--- config.mk ---
export PLATFORM = sky130hd
export DESIGN_NAME = tcw_cursor
export DESIGN_NICKNAME = d
export VERILOG_FILES = /design/src/rtl/core/tcw_pkg.sv /design/src/rtl/core/tcw_cursor.sv
export SDC_FILE = /design/constraint.sdc
export NUM_CORES = 1
export LEC_CHECK = 0
export BUFFER_PORTS_ARGS = -buffer_cell sky130_fd_sc_hd__buf_2
export CAP_MARGIN = 20
export CORE_MARGIN = 10
export CORE_UTILIZATION = 30
export CTS_CLUSTER_SIZE = 25
export DETAILED_ROUTE_END_ITERATION = 10
export GPL_ROUTABILITY_DRIVEN = 0
export PLACE_DENSITY = 0.52
export SYNTH_ARGS = -nofsm -noshare
export SYNTH_HDL_FRONTEND = slang
export SYNTH_SLANG_ARGS = --single-unit
--- constraint.sdc ---
create_clock -name clk -period 5 [get_ports clk]
set_input_delay 0.25 -clock clk [delete_from_list [all_inputs] [get_ports clk]]
set_output_delay 0.25 -clock clk [all_outputs]
set_load 0.01 [all_outputs]
--- src/rtl/core/tcw_pkg.sv ---
// Shared types and constants for the text console writer.
// No dependencies; every other file in rtl/core depends on this package.
package tcw_pkg;

    localparam int COLUMNS    = 80;
    localparam int ROWS       = 25;
    localparam int CELL_COUNT = ROWS * COLUMNS;
    localparam int ADDR_W     = 11;
    localparam int COL_W      = 7;
    localparam int ROW_W      = 5;
    localparam int CELL_W     = 16;

    localparam logic [1:0] CMD_PUT   = 2'd0;
    localparam logic [1:0] CMD_READ  = 2'd1;
    localparam logic [1:0] CMD_CLEAR = 2'd2;

    localparam logic [CELL_W-1:0] BLANK_CELL   = 16'h0F20;
    localparam logic [7:0]        NEWLINE_CODE = 8'h0A;

    typedef logic [2:0] cursor_op_t;

    localparam cursor_op_t CUR_HOLD     = 3'd0;
    localparam cursor_op_t CUR_ADVANCE  = 3'd1;
    localparam cursor_op_t CUR_NEWLINE  = 3'd2;
    localparam cursor_op_t CUR_HOME     = 3'd3;
    localparam cursor_op_t CUR_LAST_ROW = 3'd4;

    typedef struct packed {
        logic [1:0]        command;
        logic [7:0]        char_code;
        logic [3:0]        background;
        logic [3:0]        foreground;
        logic [ADDR_W-1:0] cell_index;
    } cmd_t;

    typedef struct packed {
        logic [ADDR_W-1:0] cursor_offset;
        logic [COL_W-1:0]  cursor_column;
        logic [ROW_W-1:0]  cursor_row;
        logic              cell_written;
        logic [ADDR_W-1:0] write_index;
        logic [CELL_W-1:0] write_value;
        logic              scrolled;
        logic [CELL_W-1:0] read_value;
    } rsp_t;

    typedef struct packed {
        logic [ADDR_W-1:0] offset;
        logic [COL_W-1:0]  column;
        logic [ROW_W-1:0]  row;
    } cursor_t;

endpackage

--- src/rtl/core/tcw_cursor.sv ---
// Cursor register with offset, column and row kept side by side.
// Depends on tcw_pkg; updated by the sequencer in text_console_writer_top.
module tcw_cursor (
    input  logic                clk,
    input  logic                rst_n,
    input  tcw_pkg::cursor_op_t op,
    output tcw_pkg::cursor_t    cur,
    output tcw_pkg::cursor_t    cur_next
);
    import tcw_pkg::*;

    cursor_t          cur_reg;
    cursor_t          nxt;
    logic [ROW_W-1:0] line;
    logic [ROW_W-1:0] row_inc;

    always_comb
    begin
        // line holding the cell just before the cursor
        line = (cur_reg.column == '0 && cur_reg.offset != '0) ?
               cur_reg.row - ROW_W'(1) : cur_reg.row;
        row_inc = line + ROW_W'(1);
        nxt = cur_reg;
        case (op)
            CUR_ADVANCE:
            begin
                nxt.offset = cur_reg.offset + ADDR_W'(1);
                if (cur_reg.column == COL_W'(COLUMNS - 1))
                begin
                    nxt.column = '0;
                    nxt.row    = cur_reg.row + ROW_W'(1);
                end
                else
                begin
                    nxt.column = cur_reg.column + COL_W'(1);
                end
            end
            CUR_NEWLINE:
            begin
                nxt.offset = ADDR_W'(int'(row_inc) * COLUMNS);
                nxt.column = '0;
                nxt.row    = row_inc;
            end
            CUR_HOME:
            begin
                nxt = '0;
            end
            CUR_LAST_ROW:
            begin
                nxt.offset = ADDR_W'(CELL_COUNT - COLUMNS);
                nxt.column = '0;
                nxt.row    = ROW_W'(ROWS - 1);
            end
            default:
            begin
                nxt = cur_reg;
            end
        endcase
    end

    always_ff @(posedge clk or negedge rst_n)
    begin
        if (!rst_n)
        begin
            cur_reg <= '0;
        end
        else
        begin
            cur_reg <= nxt;
        end
    end

    assign cur      = cur_reg;
    assign cur_next = nxt;

endmodule

==> reports/results.tsv <==
metric	value	unit
area_growth	21.6	%
finalNonFillerCells	334	
crit_path_max_fanout	7	
overflow	0	
crit_type	flop to primary output	
hold_violations	0	
synth_nets	227	
place_inst	328	
dpl_cell_area	2140	um2
drive_gt1_share	28.6	%
synth_top_cell_area_share	31.5	%
synth_edf_count	0	
status	complete, no violations	
fin_area	2220	um2
dp_hpwl	4260	um
grt_pass1_vias	1844	
htree_levels	1	
setup_tns	0	ns
synthMuxAreaShare	1.71	%
root_buffer	clkbuf_8	
fin_crit	4.60	ns
cp_data_arrival_time	4.35	ns
drc	0	
power	1.34	mW
grt_antenna_before_repair	0	
yosysTopAreaCell	dfrtp_1	
synth_top_family_by_area	compound AO/OA/AOI/OAI gates	
largest_reg_flops	23	
worstPathRequired	4.75	ns
fin_skew	0.00522	ns
wl	5660	um
utilization	37.6	%
pin_count	51	
ys_ff_latch	23	
rsz0062_at_grt	no	
die_w	98.1	um
start_kind	flop	
grt_use_total	11.5	%
die_h	98.1	um
viasPerCell	5.28	
core.rowCount	28	
nNetsFinal	276	
slew_headroom	52.0	%
vias	1765	
drv_cap	0	
synth_compound_area_share	24.6	%
p_leak	1.06	nW
grt_max_degree	24	
worst_pin_slew	0.714	ns
wire_per_inst	16.9	um
clk_latency	0.28	ns
setup_viol	0	
fin_crit_sh	92.0	%
async_reset_ff_share	100	%
crit_path_end_kind	primary output	
num_antenna_cells	0	
drtIter0Drc	80	
report.final.slew_viol_count	0	
numCtsBuffers	3	
synth-adder-area-share	7.93	%
ant_nets	0	
synth_area	1830	um2
ir_worst_vdd	0.000196	V
cts.sinks	23	
start_util	30.9	%
hold-worst-slack	0.426	ns
p_per_area	603	nW/um2
ys_top_cells_by_count	23 x dfrtp_1, 23 x o21ai_0, 18 x nand2_1, 18 x nor2_1	
portBuffers	50	
hp-class	input port to flop	
cts.reportedPaths.clkPinSlew	0.10	ns
synth.avg_cell_area	8.67	um2
cts_tree	built	
timing.fmax	217	MHz
synth_flop_cell	dfrtp_1	
core_area	5920	um2
synth_top_cells_by_area	dfrtp_1 31%, ha_1 6.8%, o21ai_0 6.3%, nand2_1 3.7%, nor2_1 3.7%	
max-clock-path-buffers	2	
synth_cells	211	
die_area	9620	um2
ys_types	52	
postLayoutSetupSlackWorst	0.402	ns
synth_xor_area_share	7.87	%
yosys.area_share.simple	21.8	%
pre_cts_slack	0.451	ns
dr.pass1.iters	5	
ys_seq_area_share	31.5	%
synth_warnings	0	
grt_pass1_wl	9460	um
## area by class of cell
type	count	area [um2]
fill	622	3700
multi-input combinational	168	1190
sequential	23	576
timing repair buffer	54	283
tap	75	93.8
clock buffer	3	41.3
inverter	10	37.5
clock inverter	1	5.00
## layout by cell type (no fill, tap or decap), types with 2 or more instances in the layout
cell type / Yosys / layout
a21oi_1: 8 / 8
dfrtp_1: 23 / 23
mux2i_1: 2 / 2
nor3_1: 5 / 5
nand2_1: 18 / 18
buf_2: 2 / 50
o21a_1: 2 / 2
nand4_1: 3 / 3
nor4b_1: 2 / 2
clkbuf_8: 0 / 3
xnor2_2: 4 / 3
and3_1: 3 / 3
xnor2_1: 4 / 4
o32a_1: 3 / 3
nand3_1: 10 / 10
o21ai_0: 23 / 23
inv_1: 10 / 10
a22o_1: 2 / 2
a211oi_1: 2 / 2
a31oi_1: 3 / 3
and2_1: 3 / 2
nand2b_1: 4 / 4
ha_1: 10 / 10
o22ai_1: 3 / 3
and3_2: 2 / 2
o211ai_1: 3 / 3
nor2_1: 18 / 18
or2_2: 2 / 2
xor2_1: 5 / 4
o31ai_1: 3 / 3
a21o_1: 2 / 2
buf_4: 0 / 3
## critical path, stage by stage, from the launching register on
cell      delay (ns)
dfrtp_1         0.43
inv_1           0.07
ha_1            0.13
or4b_4          0.46
nor3_4          0.21
and2_4          0.26
xnor2_2         0.11
ha_1            0.25
o21ai_0         0.08
o21ai_0         0.10
a41o_2          0.34
xnor2_4         0.21
xor2_2          0.21
ha_1            0.26
a21o_1          0.16
a21oi_1         0.17
xnor2_1         0.15
xnor2_1         0.09
o211ai_1        0.20
buf_2           0.17
## where the power goes
part	total [mW]	internal, mW	leakage, nW	switching, mW
Combinational	0.907	0.428	0.730	0.479
Clock	0.128	0.0560	0.0255	0.0725
Sequential	0.306	0.226	0.301	0.0800
Total	1.34	0.710	1.06	0.631
## cells by family (layout without fill, tap and decap cells)
group           after synthesis  in the layout
simple gates                 76             76
compound gates               65             65
flops                        23             23
buf+inv                      20             68
xor+xnor                     13             13
fa+ha+maj                    11             11
mux                           3              3
## path summary, 6_finish.rpt
kind | start | end | slack, ns | cells after the start
worst max-delay path | cur[5] | cur_next[22] | 0.40 | 19
worst min-delay path | op[1] | cur[4] | 0.43 | 2
worst max register to register | cur[5] | cur[22] | 1.00 | 18
worst min register to register | cur[19] | cur[19] | 0.60 | 1
max in group asynchronous | rst_n | cur[2] | 4.13 | 2
min in group asynchronous | rst_n | cur[13] | 0.50 | 2
## layer usage
metal | track usage, % | vias up | routed length, um
met5 | 0 | - | 0
met4 | 2.91 | 0 | 29
met3 | 2.61 | 2 | 245
met2 | 18.9 | 42 | 2700
met1 | 14.7 | 849 | 2680
li1 | - | 872 | -
## timing repair
| item | CTS | global route |
|---|---|---|
| hold buffers | 1 | 0 |
| gates resized for setup | 0 | 4 |
| hold endpoints to repair | 23 | 0 |
| buffers inserted | 0 | 1 |
| setup endpoints to repair | 0 | 2 |
(Power assumes the default switching activity.)
